--- config.mk ---
export PLATFORM = sky130hd
export DESIGN_NAME = pdb_back
export DESIGN_NICKNAME = d
export VERILOG_FILES = /design/src/hw/rtl/pdb_pkg.sv /design/src/hw/rtl/pdb_back.sv
export SDC_FILE = /design/constraint.sdc
export NUM_CORES = 1
export LEC_CHECK = 0
export BUFFER_PORTS_ARGS = -buffer_cell sky130_fd_sc_hd__buf_2
export CAP_MARGIN = 30
export CORE_ASPECT_RATIO = 0.75
export CORE_MARGIN = 8
export CORE_UTILIZATION = 45
export DETAILED_ROUTE_END_ITERATION = 12
export PLACE_DENSITY = 0.8
export SLEW_MARGIN = 20
export SYNTH_ARGS = -nofsm -noshare
export SYNTH_HDL_FRONTEND = slang
export SYNTH_SLANG_ARGS = --single-unit
--- constraint.sdc ---
create_clock -name clock -period 5.9 [get_ports clock]
set_clock_uncertainty 0.1 [all_clocks]
set_input_delay 0 -clock clock [delete_from_list [all_inputs] [get_ports clock]]
set_output_delay 0 -clock clock [all_outputs]
set_load 0.02 [all_outputs]
--- src/hw/rtl/pdb_pkg.sv ---
// Package for the point distance and bearing block.
// Constants, the arctangent table and the pipeline flag type shared by all
// pdb_* modules. No dependencies.
package pdb_pkg;

   localparam int unsigned DIST_W   = 19;
   localparam int unsigned BEAR_W   = 15;
   localparam int unsigned RSP_W    = 40;
   localparam int unsigned MAG_W    = 17;
   localparam int unsigned SQ_W     = 2 * MAG_W;
   localparam int unsigned ROOT_W   = 40;
   localparam int unsigned ROOT_STEPS = 20;
   localparam int unsigned XY_FRAC  = 16;
   localparam int unsigned XY_GUARD = 20;
   localparam int unsigned Z_W      = 32;
   localparam int unsigned ATAN_LEN = 24;

   localparam logic [DIST_W-1:0] DIST_MAX     = 19'h7FFFF;
   localparam logic [BEAR_W:0]   BEARING_FULL = 16'd23040;
   localparam logic signed [Z_W-1:0] DEG180   = 32'sd754974720;
   localparam logic signed [Z_W-1:0] DEG360   = 32'sd1509949440;
   localparam logic [Z_W:0]      ROUND_HALF   = 33'd32768;

   // atan(2^-i) in 2^-22 degree
   localparam logic signed [Z_W-1:0] ATAN_TABLE [ATAN_LEN] = '{
      32'sd188743680, 32'sd111421900, 32'sd58872272, 32'sd29884485,
      32'sd15000234,  32'sd7507429,   32'sd3754631,  32'sd1877430,
      32'sd938729,    32'sd469366,    32'sd234683,   32'sd117342,
      32'sd58671,     32'sd29335,     32'sd14668,    32'sd7334,
      32'sd3667,      32'sd1833,      32'sd917,      32'sd458,
      32'sd229,       32'sd115,       32'sd57,       32'sd29
   };

   typedef struct packed {
      logic valid;
      logic zero;
      logic sat;
   } pdb_flags_type;

endpackage

--- src/hw/rtl/pdb_back.sv ---
// Back end: root rounding and saturation, angle wrap and rounding, and the
// output register. Depends on pdb_pkg.
module pdb_back (
   input  logic                           clock,
   input  logic                           reset,
   input  logic                           adv,
   input  pdb_pkg::pdb_flags_type         in_flags,
   input  logic signed [pdb_pkg::Z_W-1:0] in_z,
   input  logic [pdb_pkg::ROOT_W-1:0]     in_rem,
   input  logic [pdb_pkg::ROOT_W-1:0]     in_res,
   output logic                           out_valid,
   output logic [pdb_pkg::DIST_W-1:0]     out_distance,
   output logic [pdb_pkg::BEAR_W-1:0]     out_bearing
);
   import pdb_pkg::*;

   logic                  valid_ff;
   logic [DIST_W-1:0]     dist_ff, dist_in;
   logic [BEAR_W-1:0]     bear_ff, bear_in;
   logic [ROOT_W-1:0]     rnd;
   logic signed [Z_W-1:0] zw;
   logic [Z_W:0]          zr;
   logic [BEAR_W:0]       b;

   always_comb begin
      rnd = in_res + ROOT_W'(in_rem > in_res);
      if (in_flags.sat || (rnd > ROOT_W'(DIST_MAX))) begin
         dist_in = DIST_MAX;
      end else begin
         dist_in = rnd[DIST_W-1:0];
      end

      zw = in_z[Z_W-1] ? in_z + DEG360 : in_z;
      zr = ((Z_W + 1)'(unsigned'(zw)) + ROUND_HALF) >> XY_FRAC;
      b  = zr[BEAR_W:0];
      if (b >= BEARING_FULL) begin
         b = b - BEARING_FULL;
      end
      bear_in = in_flags.zero ? '0 : b[BEAR_W-1:0];
   end

   always_ff @(posedge clock) begin
      if (reset) begin
         valid_ff <= 1'b0;
      end else if (adv) begin
         valid_ff <= in_flags.valid;
      end
   end

   always_ff @(posedge clock) begin
      if (adv) begin
         dist_ff <= dist_in;
         bear_ff <= bear_in;
      end
   end

   assign out_valid    = valid_ff;
   assign out_distance = dist_ff;
   assign out_bearing  = bear_ff;

endmodule

==> results.tsv <==
metric	value	unit
critPathSlowestCell	o22a_1	
clkLatencyLatePin	0.27	ns
numPortBuffers	137	
max-cap-violations	0	
cp.arrival	4.62	ns
synthesis.area	0.00377	sq mm
regArea	0.00104	sq mm
hpwlAfterDp	9470	um
slew_viol_final	0	
layout_commonest_cell	buf_2	
grt_max_degree	36	
track_usage	19.1	%
drc	0	
antenna_found_initial	0	
htreeDepth	2	
yosysWarnings	0	
multi_input_area	0.00251	sq mm
nets	739	
layout_common_cells	buf_2 (137), inv_1 (45), ha_1 (45)	
path_max_fanout	19	
gp_congestion	0.904	
clk_pin_slew	0.06	ns
startpoint_type	primary input	
fin_tns_setup	0	ns
final_core_util	56.9	%
cts_hold_buf	8	
cts_root_buf	clkbuf_8	
grt_overflow_total	0	
final_hold_viol_count	0	
drive_above_1_share	27.8	%
cpPeakStageDelay	0.62	ns
critPathBufInv	3	
netlist_top_cells_area	edfxtp_1 (27%), ha_1 (15%), xnor2_1 (7.4%), nand3_1 (5.3%), inv_1 (4.5%)	
boundaryPins	153	
power	721	uW
period_share	80.4	%
synthCells	428	
p_leak	2.15	nW
maxSlewHeadroom	39.1	%
cp_top_family	simple AND/OR/NAND/NOR gates	
synth.top_cell.area_share	27.1	%
async_flop_share	0	%
outcome	finished clean	
wl	11300	um
floorplan.initialDensity	45.4	%
yosysSeqAreaShare	27.6	%
setup_violations	0	
synth_nets	591	
post_cts_resized	0	
synth.distinct_cells	53	
synth_edf_count	34	
vias_per_cell	5.69	
numCtsBuffers	5	
wl_per_cell	16.6	um
die_area	0.0116	sq mm
synth_top_cell_by_area	edfxtp_1	
fp.dieW	122	um
synth-main-ff-cell	edfxtp_1	
place_inst	666	
avgSynthCellArea	8.82	sq um
rsz0062_at_grt	no	
core.rowCount	29	
fp.dieH	95.3	um
fmax	211	MHz
area_delta_synth_final	25.3	%
drtAntennaViolNets	0	
grt_pass1_vias	3793	
dr.pass1.iters	5	
worstSetupPathType	primary input to flop	
vias	3890	
diodes	0	
worst_slew_pin_slew	0.905	ns
crit_path_end_kind	flop	
required	5.78	ns
crit_chain	dlygate4sd3_1 -> buf_2 -> inv_1 -> ha_1 -> nand4_1 -> nor4_1 -> a221oi_1 -> o21ai_0 -> a211oi_1 -> a21oi_1 -> ha_1 -> ha_1 -> nand2_1 -> nor2_1 -> nand4_1 -> mux2_2 -> nor3_1 -> o22a_1 -> nand3_1	
cts_tree	yes	
grt_pass1_wl	18100	um
ys_ff_latch	35	
final_area	0.00473	sq mm
hp-class	primary input to flop	
fillers	765	
fin_cells	684	
crit_top_cell	ha_1	
cts_sinks	35	
placed_area	0.00454	sq mm
cts_setup_buffers	0	
clk_path_buf_depth	2	
power.density	153	mW/mm^2
ir_drop	0.000110	V
core_area	0.00831	sq mm
drtIter0Drc	256	
period_minus_slack	4.74	ns
-- stage by stage --
step	hold slack, ns	setup slack, ns
4_1_cts	0.00519	0.964
5_1_grt	0.0238	0.744
6_report	0.0135	1.16
2_1_floorplan	-0.0276	2.42
3_5_place_dp	0.0604	1.07
3_3_place_gp	0.0565	1.13
-- final timing paths --
check | startpoint | to | slack [ns] | cells after the start
max | in_res[9] | out_distance[16]$_SDFFCE_PP1P_ | 1.16 | 19
max reg2reg | out_valid$_SDFFE_PP0P_ | out_valid$_SDFFE_PP0P_ | 4.66 | 3
min reg2reg | out_valid$_SDFFE_PP0P_ | out_valid$_SDFFE_PP0P_ | 0.95 | 3
min | in_z[22] | out_bearing[6]$_SDFFCE_PP0P_ | 0.01 | 3
-- sequential cells by signal, indices dropped and copies added, names as in the netlist --
register      count
out_bearing      15
out_distance     19
out_valid         1
-- final cells by class --
type,instances,area share (%)
Multi-Input combinational cell,341,53.2
Sequential cell,35,22.0
Timing Repair Buffer,148,16.8
Inverter,45,3.57
Tap cell,108,2.86
Clock buffer,5,1.46
Clock inverter,2,0.185
-- power breakdown --
group / internal [mW] / switching (mW)
sequential: 0.292 / 0.00522
combinational: 0.110 / 0.150
clock: 0.0786 / 0.0855
total: 0.480 / 0.241
-- cells by family (layout without fill, tap and decap cells) --
kind of cell | count (synthesis) | count (layout) | synth area share (%)
and+or+nand+nor | 171 | 171 | 25.4
DFF | 35 | 35 | 27.6
xor gates and xnor gates | 41 | 41 | 9.52
AOI/OAI and AO/OA | 72 | 72 | 13.4
buffers and inverters | 52 | 200 | 5.80
adders and majority gates | 46 | 46 | 15.2
muxes | 11 | 11 | 3.08
-- cells in the mapped netlist (all sizes together), types with 6 or more instances --
cell type / n
nor2b: 6
nor3: 14
nand3: 40
a21o: 12
xor2: 9
ha: 45
nor2: 27
mux2i: 6
nand2: 18
edfxtp: 34
nor4: 11
nand4: 24
xnor2: 32
inv: 45
a21oi: 13
o21ai: 13
o21a: 7
-- worst min-delay path, delay by kind of cell --
kind          cells  cell delay [ns]
xor+xnor          1             0.07
simple gates      1             0.09
buf+inv           1             0.11
-- per-layer routing --
metal / vias up / share of wire [%] / track usage, %
li1: 1893 / - / -
met3: 17 / 11 / 5.74
met5: - / 0 / 0
met4: 0 / 1.4 / 3.28
met1: 1791 / 44 / 25.5
met2: 189 / 43 / 30.3
(Power assumes the default switching activity.)
