===== config.mk =====
export PLATFORM = sky130hd
export DESIGN_NAME = pdb_front
export DESIGN_NICKNAME = d
export VERILOG_FILES = /design/src/hw/rtl/pdb_pkg.sv /design/src/hw/rtl/pdb_front.sv
export SDC_FILE = /design/constraint.sdc
export NUM_CORES = 1
export LEC_CHECK = 0
export BUFFER_PORTS_ARGS = -buffer_cell sky130_fd_sc_hd__buf_4
export CAP_MARGIN = 20
export CORE_MARGIN = 2
export CORE_UTILIZATION = 52
export CTS_BUF_LIST = sky130_fd_sc_hd__clkbuf_8
export DETAILED_ROUTE_END_ITERATION = 6
export PLACE_DENSITY = 0.74
export SKIP_LAST_GASP = 1
export SLEW_MARGIN = 10
export SYNTH_ARGS = -nofsm -noshare
export SYNTH_HDL_FRONTEND = slang
export SYNTH_SLANG_ARGS = --single-unit

===== constraint.sdc =====
create_clock -name clock -period 8.9 [get_ports clock]
set_input_delay 1.78 -clock clock [delete_from_list [all_inputs] [get_ports clock]]
set_output_delay 1.78 -clock clock [all_outputs]
set_load 0.02 [all_outputs]

===== src/hw/rtl/pdb_pkg.sv =====
// Package for the point distance and bearing block.
// Constants, the arctangent table and the pipeline flag type shared by all
// pdb_* modules. No dependencies.
package pdb_pkg;

   localparam int unsigned DIST_W   = 19;
   localparam int unsigned BEAR_W   = 15;
   localparam int unsigned RSP_W    = 40;
   localparam int unsigned MAG_W    = 17;
   localparam int unsigned SQ_W     = 2 * MAG_W;
   localparam int unsigned ROOT_W   = 40;
   localparam int unsigned ROOT_STEPS = 20;
   localparam int unsigned XY_FRAC  = 16;
   localparam int unsigned XY_GUARD = 20;
   localparam int unsigned Z_W      = 32;
   localparam int unsigned ATAN_LEN = 24;

   localparam logic [DIST_W-1:0] DIST_MAX     = 19'h7FFFF;
   localparam logic [BEAR_W:0]   BEARING_FULL = 16'd23040;
   localparam logic signed [Z_W-1:0] DEG180   = 32'sd754974720;
   localparam logic signed [Z_W-1:0] DEG360   = 32'sd1509949440;
   localparam logic [Z_W:0]      ROUND_HALF   = 33'd32768;

   // atan(2^-i) in 2^-22 degree
   localparam logic signed [Z_W-1:0] ATAN_TABLE [ATAN_LEN] = '{
      32'sd188743680, 32'sd111421900, 32'sd58872272, 32'sd29884485,
      32'sd15000234,  32'sd7507429,   32'sd3754631,  32'sd1877430,
      32'sd938729,    32'sd469366,    32'sd234683,   32'sd117342,
      32'sd58671,     32'sd29335,     32'sd14668,    32'sd7334,
      32'sd3667,      32'sd1833,      32'sd917,      32'sd458,
      32'sd229,       32'sd115,       32'sd57,       32'sd29
   };

   typedef struct packed {
      logic valid;
      logic zero;
      logic sat;
   } pdb_flags_type;

endpackage


===== src/hw/rtl/pdb_front.sv =====
// Front end: difference, magnitudes, squares, radicand and CORDIC prerotation.
// Four register stages. Depends on pdb_pkg.
module pdb_front #(
   parameter int unsigned COORD_WIDTH = 16
) (
   input  logic                           clock,
   input  logic                           reset,
   input  logic                           adv,
   input  logic                           in_valid,
   input  logic signed [COORD_WIDTH-1:0]  from_x,
   input  logic signed [COORD_WIDTH-1:0]  from_y,
   input  logic signed [COORD_WIDTH-1:0]  to_x,
   input  logic signed [COORD_WIDTH-1:0]  to_y,
   output pdb_pkg::pdb_flags_type         out_flags,
   output logic signed [COORD_WIDTH+pdb_pkg::XY_GUARD-1:0] out_x,
   output logic signed [COORD_WIDTH+pdb_pkg::XY_GUARD-1:0] out_y,
   output logic signed [pdb_pkg::Z_W-1:0] out_z,
   output logic [pdb_pkg::ROOT_W-1:0]     out_rem
);
   import pdb_pkg::*;

   localparam int unsigned DW   = COORD_WIDTH + 1;
   localparam int unsigned XY_W = COORD_WIDTH + XY_GUARD;
   localparam int unsigned AW   = (DW > MAG_W + 1) ? DW : MAG_W + 1;

   // stage A
   pdb_flags_type          a_flags_ff, a_flags_in;
   logic signed [DW-1:0]   dx_ff, dx_in, dy_ff, dy_in;
   // stage B
   pdb_flags_type          b_flags_ff, b_flags_in;
   logic signed [XY_W-1:0] bx_ff, bx_in, by_ff, by_in;
   logic signed [Z_W-1:0]  bz_ff, bz_in;
   logic [MAG_W-1:0]       mag_a_ff, mag_a_in, mag_b_ff, mag_b_in;
   // stage C
   pdb_flags_type          c_flags_ff, c_flags_in;
   logic signed [XY_W-1:0] cx_ff, cx_in, cy_ff, cy_in;
   logic signed [Z_W-1:0]  cz_ff, cz_in;
   logic [SQ_W-1:0]        sq_a_ff, sq_a_in, sq_b_ff, sq_b_in;
   // stage D
   pdb_flags_type          d_flags_ff, d_flags_in;
   logic signed [XY_W-1:0] ex_ff, ex_in, ey_ff, ey_in;
   logic signed [Z_W-1:0]  ez_ff, ez_in;
   logic [ROOT_W-1:0]      n_ff, n_in;

   logic [AW-1:0]          abs_a, abs_b;
   logic signed [XY_W-1:0] x0, y0;

   always_comb begin
      a_flags_in       = '0;
      a_flags_in.valid = in_valid;
      dx_in = DW'(to_x) - DW'(from_x);
      dy_in = DW'(to_y) - DW'(from_y);

      abs_a = AW'(unsigned'(dx_ff[DW-1] ? -dx_ff : dx_ff));
      abs_b = AW'(unsigned'(dy_ff[DW-1] ? -dy_ff : dy_ff));
      b_flags_in.valid = a_flags_ff.valid;
      b_flags_in.zero  = (dx_ff == '0) && (dy_ff == '0);
      b_flags_in.sat   = (|abs_a[AW-1:MAG_W]) || (|abs_b[AW-1:MAG_W]);
      mag_a_in = abs_a[MAG_W-1:0];
      mag_b_in = abs_b[MAG_W-1:0];
      x0 = XY_W'(dy_ff) <<< XY_FRAC;
      y0 = XY_W'(dx_ff) <<< XY_FRAC;
      if (dy_ff[DW-1]) begin
         bx_in = -x0;
         by_in = -y0;
         bz_in = DEG180;
      end else begin
         bx_in = x0;
         by_in = y0;
         bz_in = '0;
      end

      c_flags_in = b_flags_ff;
      cx_in   = bx_ff;
      cy_in   = by_ff;
      cz_in   = bz_ff;
      sq_a_in = mag_a_ff * mag_a_ff;
      sq_b_in = mag_b_ff * mag_b_ff;

      d_flags_in = c_flags_ff;
      ex_in = cx_ff;
      ey_in = cy_ff;
      ez_in = cz_ff;
      n_in  = (ROOT_W'(sq_a_ff) + ROOT_W'(sq_b_ff)) << 4;
   end

   always_ff @(posedge clock) begin
      if (reset) begin
         a_flags_ff <= '0;
         b_flags_ff <= '0;
         c_flags_ff <= '0;
         d_flags_ff <= '0;
      end else if (adv) begin
         a_flags_ff <= a_flags_in;
         b_flags_ff <= b_flags_in;
         c_flags_ff <= c_flags_in;
         d_flags_ff <= d_flags_in;
      end
   end

   always_ff @(posedge clock) begin
      if (adv) begin
         dx_ff    <= dx_in;
         dy_ff    <= dy_in;
         bx_ff    <= bx_in;
         by_ff    <= by_in;
         bz_ff    <= bz_in;
         mag_a_ff <= mag_a_in;
         mag_b_ff <= mag_b_in;
         cx_ff    <= cx_in;
         cy_ff    <= cy_in;
         cz_ff    <= cz_in;
         sq_a_ff  <= sq_a_in;
         sq_b_ff  <= sq_b_in;
         ex_ff    <= ex_in;
         ey_ff    <= ey_in;
         ez_ff    <= ez_in;
         n_ff     <= n_in;
      end
   end

   assign out_flags = d_flags_ff;
   assign out_x     = ex_ff;
   assign out_y     = ey_ff;
   assign out_z     = ez_ff;
   assign out_rem   = n_ff;

endmodule


==> run_results.csv, run 1 <==
group,metric,value,unit
hold_path,worstHoldPathType,"register to register",
synth,synth-edff-count,272,
routing,wl_per_cell,15.5,um
timing,tns,0,ns
timing,max_freq,148,MHz
synth,synth_common_cells,"631 x inv_1, 385 x fa_1, 284 x ha_1, 272 x edfxtp_1, 239 x nand2_1",
global_routing,grt_pass1_vias,20939,
cts,post_cts_buffers,0,
finish,area_growth,9.07,%
synth,yosysWarnings,0,
worst_setup_path,start_kind,"register",
synth,postSynthAreaPerCell,10.5,um2
synth,synth_area,29200,um2
timing,finalHoldViolCount,0,
placement,place_area,30800,um2
routing,drt-total-wl,57800,um
floorplanning,ios,215,
synth,async_reset_ff_frac,0,
global_routing,grt_pass1_wl,97500,um
flow_run,drv_cap,0,
finish,drive_gt1_frac,0.0846,
finish,utilization,0.576,
timing,finalSetupViolations,0,
synth,ys_seq_area_frac,0.284,
global_routing,antenna_found_initial,2,
timing,fin_skew,0.0427,ns
synth,yosys-top-cells-area,"edfxtp_1 28%, fa_1 26%, ha_1 12%, inv_1 8.1%, xnor2_1 4.0%",
cts,cts.clk_slew.worst_paths,0.06,ns
floorplanning,row_count,86,
global_routing,grt_use_total,0.208,
worst_setup_path,end_kind,"register",
synth,yosysTopAreaCellShare,0.280,
timing,timing.final.max_slew_violations,0,
cts,cts_tree,"built",
finish,num-fill-cells,4697,
worst_setup_path,critical-path-slowest-cell,"edfxtp_1",
routing,first_pass_iters,5,
worst_setup_path,path_max_fanout,13,
synth,yosys_register_bits,279,
global_routing,grt_overflow,0,
worst_setup_path,slowest_delay,0.66,ns
cts,cts_sinks,279,
cts,cts_buffers,51,
finish,seq_area,8310,um2
synth,syn_inst,2788,
cts,clk_path_buf_depth,3,
finish,n_antenna_cell,0,
timing,rsz0062_at_grt,"no",
floorplanning,die_w,241,um
timing,relSlewSlack,0.357,
placement,port_buffers,148,
timing,period_needed,6.76,ns
timing,whs,0.414,ns
floorplanning,start_util,0.528,
floorplanning,fp.dieH,241,um
floorplanning,core_area,55300,um2
synth,yosysMostFrequentCell,"inv_1",
finish,nNetsFinal,3670,
worst_setup_path,path_buf_inv,5,
cts,clkLatencyLatePin,0.66,ns
global_routing,grt_max_degree,161,
cts,cts_htree_levels,2,
finish,final_area,31900,um2
routing,vias,19322,
worst_setup_path,arrival,7.15,ns
finish,multi_input_comb_area,18100,um2
synth,synthDistinctLibCells,69,
worst_setup_path,path_class,"register to register",
worst_setup_path,crit_required,9.29,ns
cts,cts.repair.resized,0,
synth,ys.flop_type,"edfxtp_1",
routing,drc,0,
placement,place_hpwl,45900,um
timing,finalCritPeriodShare,0.759,
cts,clock-root-buffer,"clkbuf_8",
worst_setup_path,crit_chain,"inv_1 > nor2_1 > fa_1 > inv_1 > fa_1 > fa_1 > inv_1 > fa_1 > fa_1 > inv_1 > fa_1 > inv_1 > ha_1 > nand2_1 > nor2_1 > nand4_1 > a21oi_1 > o41ai_2 > o21ai_1 > nand4_1 > nor2b_1 > xnor2_1",
timing,worst_pin_slew,0.965,ns
routing,vias_per_cell,5.20,
cts,hold_buffers,0,
outcome,status,"completed",
synth,synth_top_area_cell,"edfxtp_1",
worst_setup_path,cpMostUsedCell,"fa_1",
floorplanning,die-area,58100,um2
worst_setup_path,cp_top_family,"adder cells",
placement,place.gp.congestion,0.881,
routing,ant_nets,0,
routing,drt_iter0_drc,1022,
## registers in the layout, indices dropped and copies added, names as in the netlist, 16 cells and up
register  cells
sq_a_ff      32
cx_ff        20
bx_ff        20
out_rem      35
out_x        20
cy_ff        20
sq_b_ff      32
by_ff        20
dy_ff        17
out_y        20
dx_ff        17
mag_a_ff     16
## placed cells by master, fill, tap and decap left out, types with 69 or more instances in the layout
master	instances
inv_1	638
fa_1	385
ha_1	284
edfxtp_1	272
nand2_1	239
buf_4	148
xnor2_1	133
and2_1	118
a21oi_1	96
nor2_1	82
conb_1	69
## through the flow
stage	setup slack, ns	cells
2_1_floorplan	2.72	2856
3_3_place_gp	2.28	3628
3_5_place_dp	2.18	3628
4_1_cts	2.18	3716
5_1_grt	1.72	3716
6_report	2.14	3716
## cell families (layout without fill, tap and decap cells)
logic type	Yosys count	in the layout	synth area share
XOR/XNOR	161	161	0.0483
buffers and inverters	758	870	0.106
other	1	69	0.000128
adder cells (fa/ha/maj)	669	669	0.385
flip-flops	279	279	0.284
multiplexers	11	11	0.00385
AO/OA/AOI/OAI	333	333	0.0754
AND/OR/NAND/NOR	576	576	0.0961
## final timing paths
check	from	endpoint	slack, ns	cells past startpoint
hold / removal	by_ff[23]	cy_ff[23]	0.41	0
setup / recovery	mag_a_ff[11]	sq_a_ff[31]	2.14	22
setup reg to reg	mag_a_ff[11]	sq_a_ff[31]	2.14	22
hold reg to reg	by_ff[23]	cy_ff[23]	0.41	0
## layer usage
layer	global-route usage	vias to the layer above	share of wire
met5	0	-	0
met4	0.0580	0	0.023
met3	0.0372	106	0.058
met2	0.373	530	0.51
met1	0.259	9660	0.41
li1	-	9026	-
## cell type report
type                            count  share of cell area
Clock buffer                       55              0.0238
Clock inverter                     33             0.00903
Inverter                          632              0.0745
Multi-Input combinational cell   1819               0.567
Sequential cell                   279               0.261
Tap cell                          748              0.0294
Timing Repair Buffer              150              0.0360
Power of run 1 is not shown: default switching activity piles up to over one toggle a cycle in this logic, so the estimate is an artifact.
==> run 2: changes to the inputs <==
- ABC_AREA: default -> 1
- PLACE_DENSITY: 0.74 -> 0.77
- clock period: 8.9 -> 6.2 ns (I/O delays scaled with it)
==> run 2 against run 1 <==
Against the previous run:
- wire length grew 19%
- utilization fell by 0.52 points
- synthesized cell count up 42%
- sequential cell count is the same
- final area is 11% higher
- register-to-register slack got worse by 1.8 ns
- critical path depth down 2
==> run_results.csv, run 2 <==
group,metric,value,unit
routing,vias,23852,
finish,num-fill-cells,5585,
synth,synthDistinctLibCells,49,
routing,ant_nets,0,
finish,largest_register_ffs,35,
global_routing,grt_overflow,0,
worst_setup_path,r2r_setup_slack,0.36,ns
routing,drt-total-wl,68800,um
timing,fin_skew,0.0191,ns
outcome,status,"completed",
floorplanning,die-area,64400,um2
worst_setup_path,path_class,"register to register",
global_routing,grt_use_total,0.225,
synth,yosys-top-cells-area,"edfxtp_1 25%, fa_1 24%, nand2_1 13%, inv_1 12%, ha_1 11%",
synth,synth_area,32400,um2
synth,yosys_register_bits,279,
finish,fin_cells,4984,
finish,n_antenna_cell,0,
timing,relSlewSlack,0.351,
global_routing,grt_pass1_wl,116000,um
timing,period_needed,5.84,ns
synth,postSynthAreaPerCell,8.19,um2
global_routing,grtUsageMet3,0.0351,
synth,synth_top_area_cell,"edfxtp_1",
routing,first_pass_iters,7,
worst_setup_path,r2r-end,"sq_b_ff[26]",
floorplanning,ios,215,
routing,vias_per_cell,4.79,
timing,timing.final.max_slew_violations,0,
timing,max_freq,171,MHz
routing,drc,0,
finish,area_growth,8.60,%
global_routing,grt_pass1_vias,24481,
timing,rsz0062_at_grt,"no",
cts,cts_sinks,279,
worst_setup_path,r2r_start,"bx_ff[32]",
cts,cts_htree_levels,2,
hold_path,min_from,"cy_ff[18]",
floorplanning,row_count,91,
timing,finalSetupViolations,0,
floorplanning,core_area,61700,um2
hold_path,worstHoldPathType,"register to register",
cts,clock-root-buffer,"clkbuf_8",
cts,cts_buffers,45,
finish,drive_gt1_frac,0.0757,
timing,finalCritPeriodShare,0.942,
worst_setup_path,end_kind,"register",
flow_run,drv_cap,0,
worst_setup_path,crit_required,6.57,ns
placement,place.gp.congestion,0.951,
timing,finalHoldViolCount,0,
timing,worst_pin_slew,0.973,ns
global_routing,use_met2,0.393,
placement,port_buffers,148,
worst_setup_path,start_kind,"register",
cts,clk_path_buf_depth,3,
finish,final_cell_mix,"1099 x nand2_1, 1089 x inv_1, 385 x fa_1",
global_routing,met1_usage,0.290,
global_routing,busiest_layer,"met2",
synth,synth_common_cells,"1099 x nand2_1, 1074 x inv_1, 385 x fa_1, 284 x ha_1, 272 x edfxtp_1",
cts,cts.clk_slew.worst_paths,0.07,ns
worst_setup_path,r2r_cells,20,
timing,tns,0,ns
finish,nNetsFinal,4848,
routing,wl_per_cell,13.8,um
synth,ys.flop_type,"edfxtp_1",
synth,syn_inst,3959,
synth,yosysMostFrequentCell,"nand2_1",
synth,async_reset_ff_frac,0,
synth,yosysWarnings,0,
routing,drt_iter0_drc,1277,
hold_path,min_to,"out_y[18]",
placement,place_hpwl,57900,um
worst_setup_path,path_max_fanout,18,
finish,mostFrequentLayoutCell,"nand2_1",
floorplanning,die_w,254,um
synth,synth-edff-count,272,
synth,ys_seq_area_frac,0.256,
global_routing,grt_max_degree,116,
worst_setup_path,arrival,6.21,ns
hold_path,holdPathStages,0,
cts,clkLatencyLatePin,0.61,ns
cts,cts_tree,"built",
placement,placed_cells,4901,
synth,yosysTopAreaCellShare,0.252,
global_routing,antenna_found_initial,0,
floorplanning,start_util,0.526,
floorplanning,fp.dieH,254,um
cts,post_cts_buffers,0,
-- run 2: logic make-up after synthesis --
family,synth area share
AOI/OAI and AO/OA,0.0304
xor gates and xnor gates,0.0272
adders and majority gates,0.347
buffers and inverters,0.151
DFF,0.256
muxes,0.000347
other,0.000116
and+or+nand+nor,0.187
-- run 2: worst max-delay path, stage by stage (launching register included) --
cell	delay, ns
edfxtp_1	0.77
nand2_1	0.22
xor2_1	0.19
ha_1	0.29
inv_1	0.06
fa_1	0.54
inv_1	0.06
fa_1	0.50
fa_1	0.51
fa_1	0.55
inv_1	0.06
fa_1	0.53
inv_1	0.04
ha_1	0.37
nand2_1	0.13
nor2_2	0.22
inv_1	0.08
o21bai_2	0.22
nand2_1	0.11
nand4_1	0.09
nand2_1	0.06
-- run 2: how the worst max path moves through the flow --
stage	start	to	slack (ns)	cells past startpoint
after floorplan	mag_a_ff[7]	sq_a_ff[32]	0.50	23
after global placement	bx_ff[26]	sq_b_ff[24]	0.40	21
after detailed placement	bx_ff[26]	sq_b_ff[24]	0.37	21
after CTS	bx_ff[26]	sq_b_ff[24]	0.34	21
after global routing	bx_ff[21]	sq_b_ff[24]	0.02	20
final	bx_ff[32]	sq_b_ff[26]	0.36	20
-- run 2: metal layers --
layer	share of wire	up-vias	wire length [um]
met5	0	-	0
met4	0.022	0	1540
met3	0.064	117	4400
met2	0.48	690	33100
met1	0.43	11117	29700
li1	-	11928	-
-- run 2: timing repair --
action / 4_1_cts / 5_1_grt
gates resized for setup: 0 / 1
endpoints found under the setup margin: 0 / 1
hold buffers: 0 / 0
-- run 2: stage by stage --
step	hold slack [ns]	cell area [um2]	setup WS (ns)	util
floorplan	0.400	32700	0.504	-
global placement	0.401	34300	0.397	0.556
detailed placement	0.405	34300	0.367	0.556
CTS	0.409	35200	0.337	0.571
global route	0.395	35200	0.0234	0.571
finish	0.416	35200	0.359	0.571
-- run 2: cell type report --
| type | instances | area [um2] | share of cell area |
|---|---|---|---|
| inverter | 1086 | 4080 | 0.116 |
| clock inverter | 37 | 264 | 0.00749 |
| multi-input combinational | 2512 | 19500 | 0.553 |
| sequential | 279 | 8310 | 0.236 |
| tap | 837 | 1050 | 0.0297 |
| timing repair buffer | 187 | 1430 | 0.0405 |
| clock buffer | 46 | 633 | 0.0180 |
Power of run 2 is left out for the same reason.
==> run 3: changes to the inputs <==
- RECOVER_POWER: default -> 25
==> run 3 against run 2 <==
Against the previous run:
- the run now ends with max-capacitance violations, max-slew violations left
- worst setup slack got worse by 0.020 ns
- sequential cell count did not move
- cell count did not move
- via count rose by 0.18%
- critical path depth rose by 3
- clock skew rose by 0.0056 ns
- count of clock-buffer cells in the layout did not move
- final area fell by 0.19%
- die area did not move
- largest cell class unchanged
- register-to-register slack got worse by 0.02 ns
- hold slack barely moved
==> run_results.csv, run 3 (synthesized netlist as in run 2, its figures left out) <==
group,metric,value,unit
global_routing,grt_max_degree,116,
placement,place_hpwl,57900,um
finish,n_antenna_cell,0,
floorplanning,fp.dieH,254,um
global_routing,grt_pass1_wl,116000,um
placement,place.gp.congestion,0.951,
worst_setup_path,crit_required,6.53,ns
finish,mostFrequentLayoutCell,"nand2_1",
worst_setup_path,cpMostUsedCell,"nand2_1",
timing,rsz0062_at_grt,"no",
worst_setup_path,path_max_fanout,14,
routing,drt_iter0_drc,1283,
global_routing,antenna_found_initial,0,
cts,cts.clk_slew.worst_paths,0.06,ns
finish,seq_area,8310,um2
floorplanning,start_util,0.526,
floorplanning,die_w,254,um
flow_run,drv_cap,1,
worst_setup_path,path_buf_inv,6,
worst_setup_path,r2r_start,"bx_ff[21]",
worst_setup_path,path_depth,23,
floorplanning,row_count,91,
worst_setup_path,cp_top_family,"adder cells",
cts,cts_sinks,279,
finish,num-fill-cells,5596,
cts,clk_path_buf_depth,3,
global_routing,grt_overflow,0,
worst_setup_path,r2r_setup_slack,0.34,ns
cts,clock-root-buffer,"clkbuf_8",
finish,nNetsFinal,4848,
worst_setup_path,r2r-end,"sq_b_ff[24]",
outcome,violations,"max-capacitance violations, max-slew violations",
hold_path,worstHoldPathType,"register to register",
global_routing,grt_use_total,0.225,
finish,multi_input_comb_area,19400,um2
timing,relSlewSlack,-0.868,
cts,post_cts_buffers,0,
timing,finalCritPeriodShare,0.945,
worst_setup_path,crit_path_start,"bx_ff[21]",
global_routing,grt_pass1_vias,24481,
worst_setup_path,crit_end,"sq_b_ff[24]",
floorplanning,core_area,61700,um2
worst_setup_path,critical-path-slowest-cell,"edfxtp_1",
worst_setup_path,crit_chain,"nand2_1 > fa_1 > inv_1 > fa_1 > inv_1 > fa_1 > inv_1 > fa_1 > fa_1 > inv_1 > fa_1 > inv_1 > ha_1 > nand2_1 > inv_1 > nand2_1 > nand2_1 > a21oi_1 > nand2_1 > nand2_1 > nand2_1 > nand2_1 > nand2_1",
cts,cts_htree_levels,2,
routing,first_pass_iters,7,
worst_setup_path,slowest_delay,0.70,ns
worst_setup_path,arrival,6.19,ns
finish,drive_gt1_frac,0.0728,
floorplanning,ios,215,
cts,clkLatencyLatePin,0.62,ns
worst_setup_path,start_kind,"register",
placement,port_buffers,148,
timing,max_freq,171,MHz
timing,period_needed,5.86,ns
routing,wl_per_cell,13.8,um
finish,final_cell_mix,"1099 x nand2_1, 1090 x inv_1, 385 x fa_1",
timing,finalHoldViolCount,0,
cts,cts_buffers,45,
cts,cts_tree,"built",
finish,largest_register_ffs,35,
routing,vias_per_cell,4.79,
routing,drt-total-wl,68700,um
routing,ant_nets,0,
routing,vias,23895,
timing,tns,0,ns
finish,area_growth,8.40,%
timing,timing.final.max_slew_violations,112,
hold_path,min_from,"cx_ff[23]",
timing,fin_skew,0.0248,ns
timing,worst_pin_slew,2.80,ns
routing,drc,0,
worst_setup_path,r2r_cells,23,
worst_setup_path,end_kind,"register",
outcome,status,"finished with violations",
floorplanning,die-area,64400,um2
timing,finalSetupViolations,0,
worst_setup_path,path_class,"register to register",
[run 3: area by class of cell]
type                            count  area share
Clock buffer                       46      0.0180
Clock inverter                     37     0.00751
Inverter                         1086       0.116
Multi-Input combinational cell   2512       0.553
Sequential cell                   279       0.236
Tap cell                          837      0.0298
Timing Repair Buffer              187      0.0395
[run 3: worst min path at each step]
stage	slack [ns]	cells past startpoint	endpoint
2_1_floorplan	0.40	0	cx_ff[33]
3_3_place_gp	0.40	0	cx_ff[35]
3_5_place_dp	0.41	0	cx_ff[34]
4_1_cts	0.41	0	out_x[23]
5_1_grt	0.40	0	out_x[23]
6_report	0.42	0	out_x[23]
[run 3: what timing repair did]
item | CTS | global route
hold buffers | 0 | 0
endpoints found under the setup margin | 0 | 1
gates resized for setup | 0 | 1
[run 3: metrics by stage]
step | util | setup slack, ns | cells | hold slack, ns | area (um2)
3_3_place_gp | 0.556 | 0.397 | 4901 | 0.401 | 34300
5_1_grt | 0.570 | 0.0234 | 4984 | 0.395 | 35200
2_1_floorplan | - | 0.504 | 4027 | 0.400 | 32700
4_1_cts | 0.571 | 0.337 | 4984 | 0.409 | 35200
3_5_place_dp | 0.556 | 0.367 | 4901 | 0.405 | 34300
6_report | 0.570 | 0.339 | 4984 | 0.416 | 35200
[run 3: metal layers]
metal  GRT usage  up-vias  wire length, um
li1            -    11918                -
met4      0.0602        0             1590
met2       0.393      704            33000
met1       0.290    11152            29800
met5           0        -                0
met3      0.0351      121             4280
Power of run 3 is left out for the same reason.
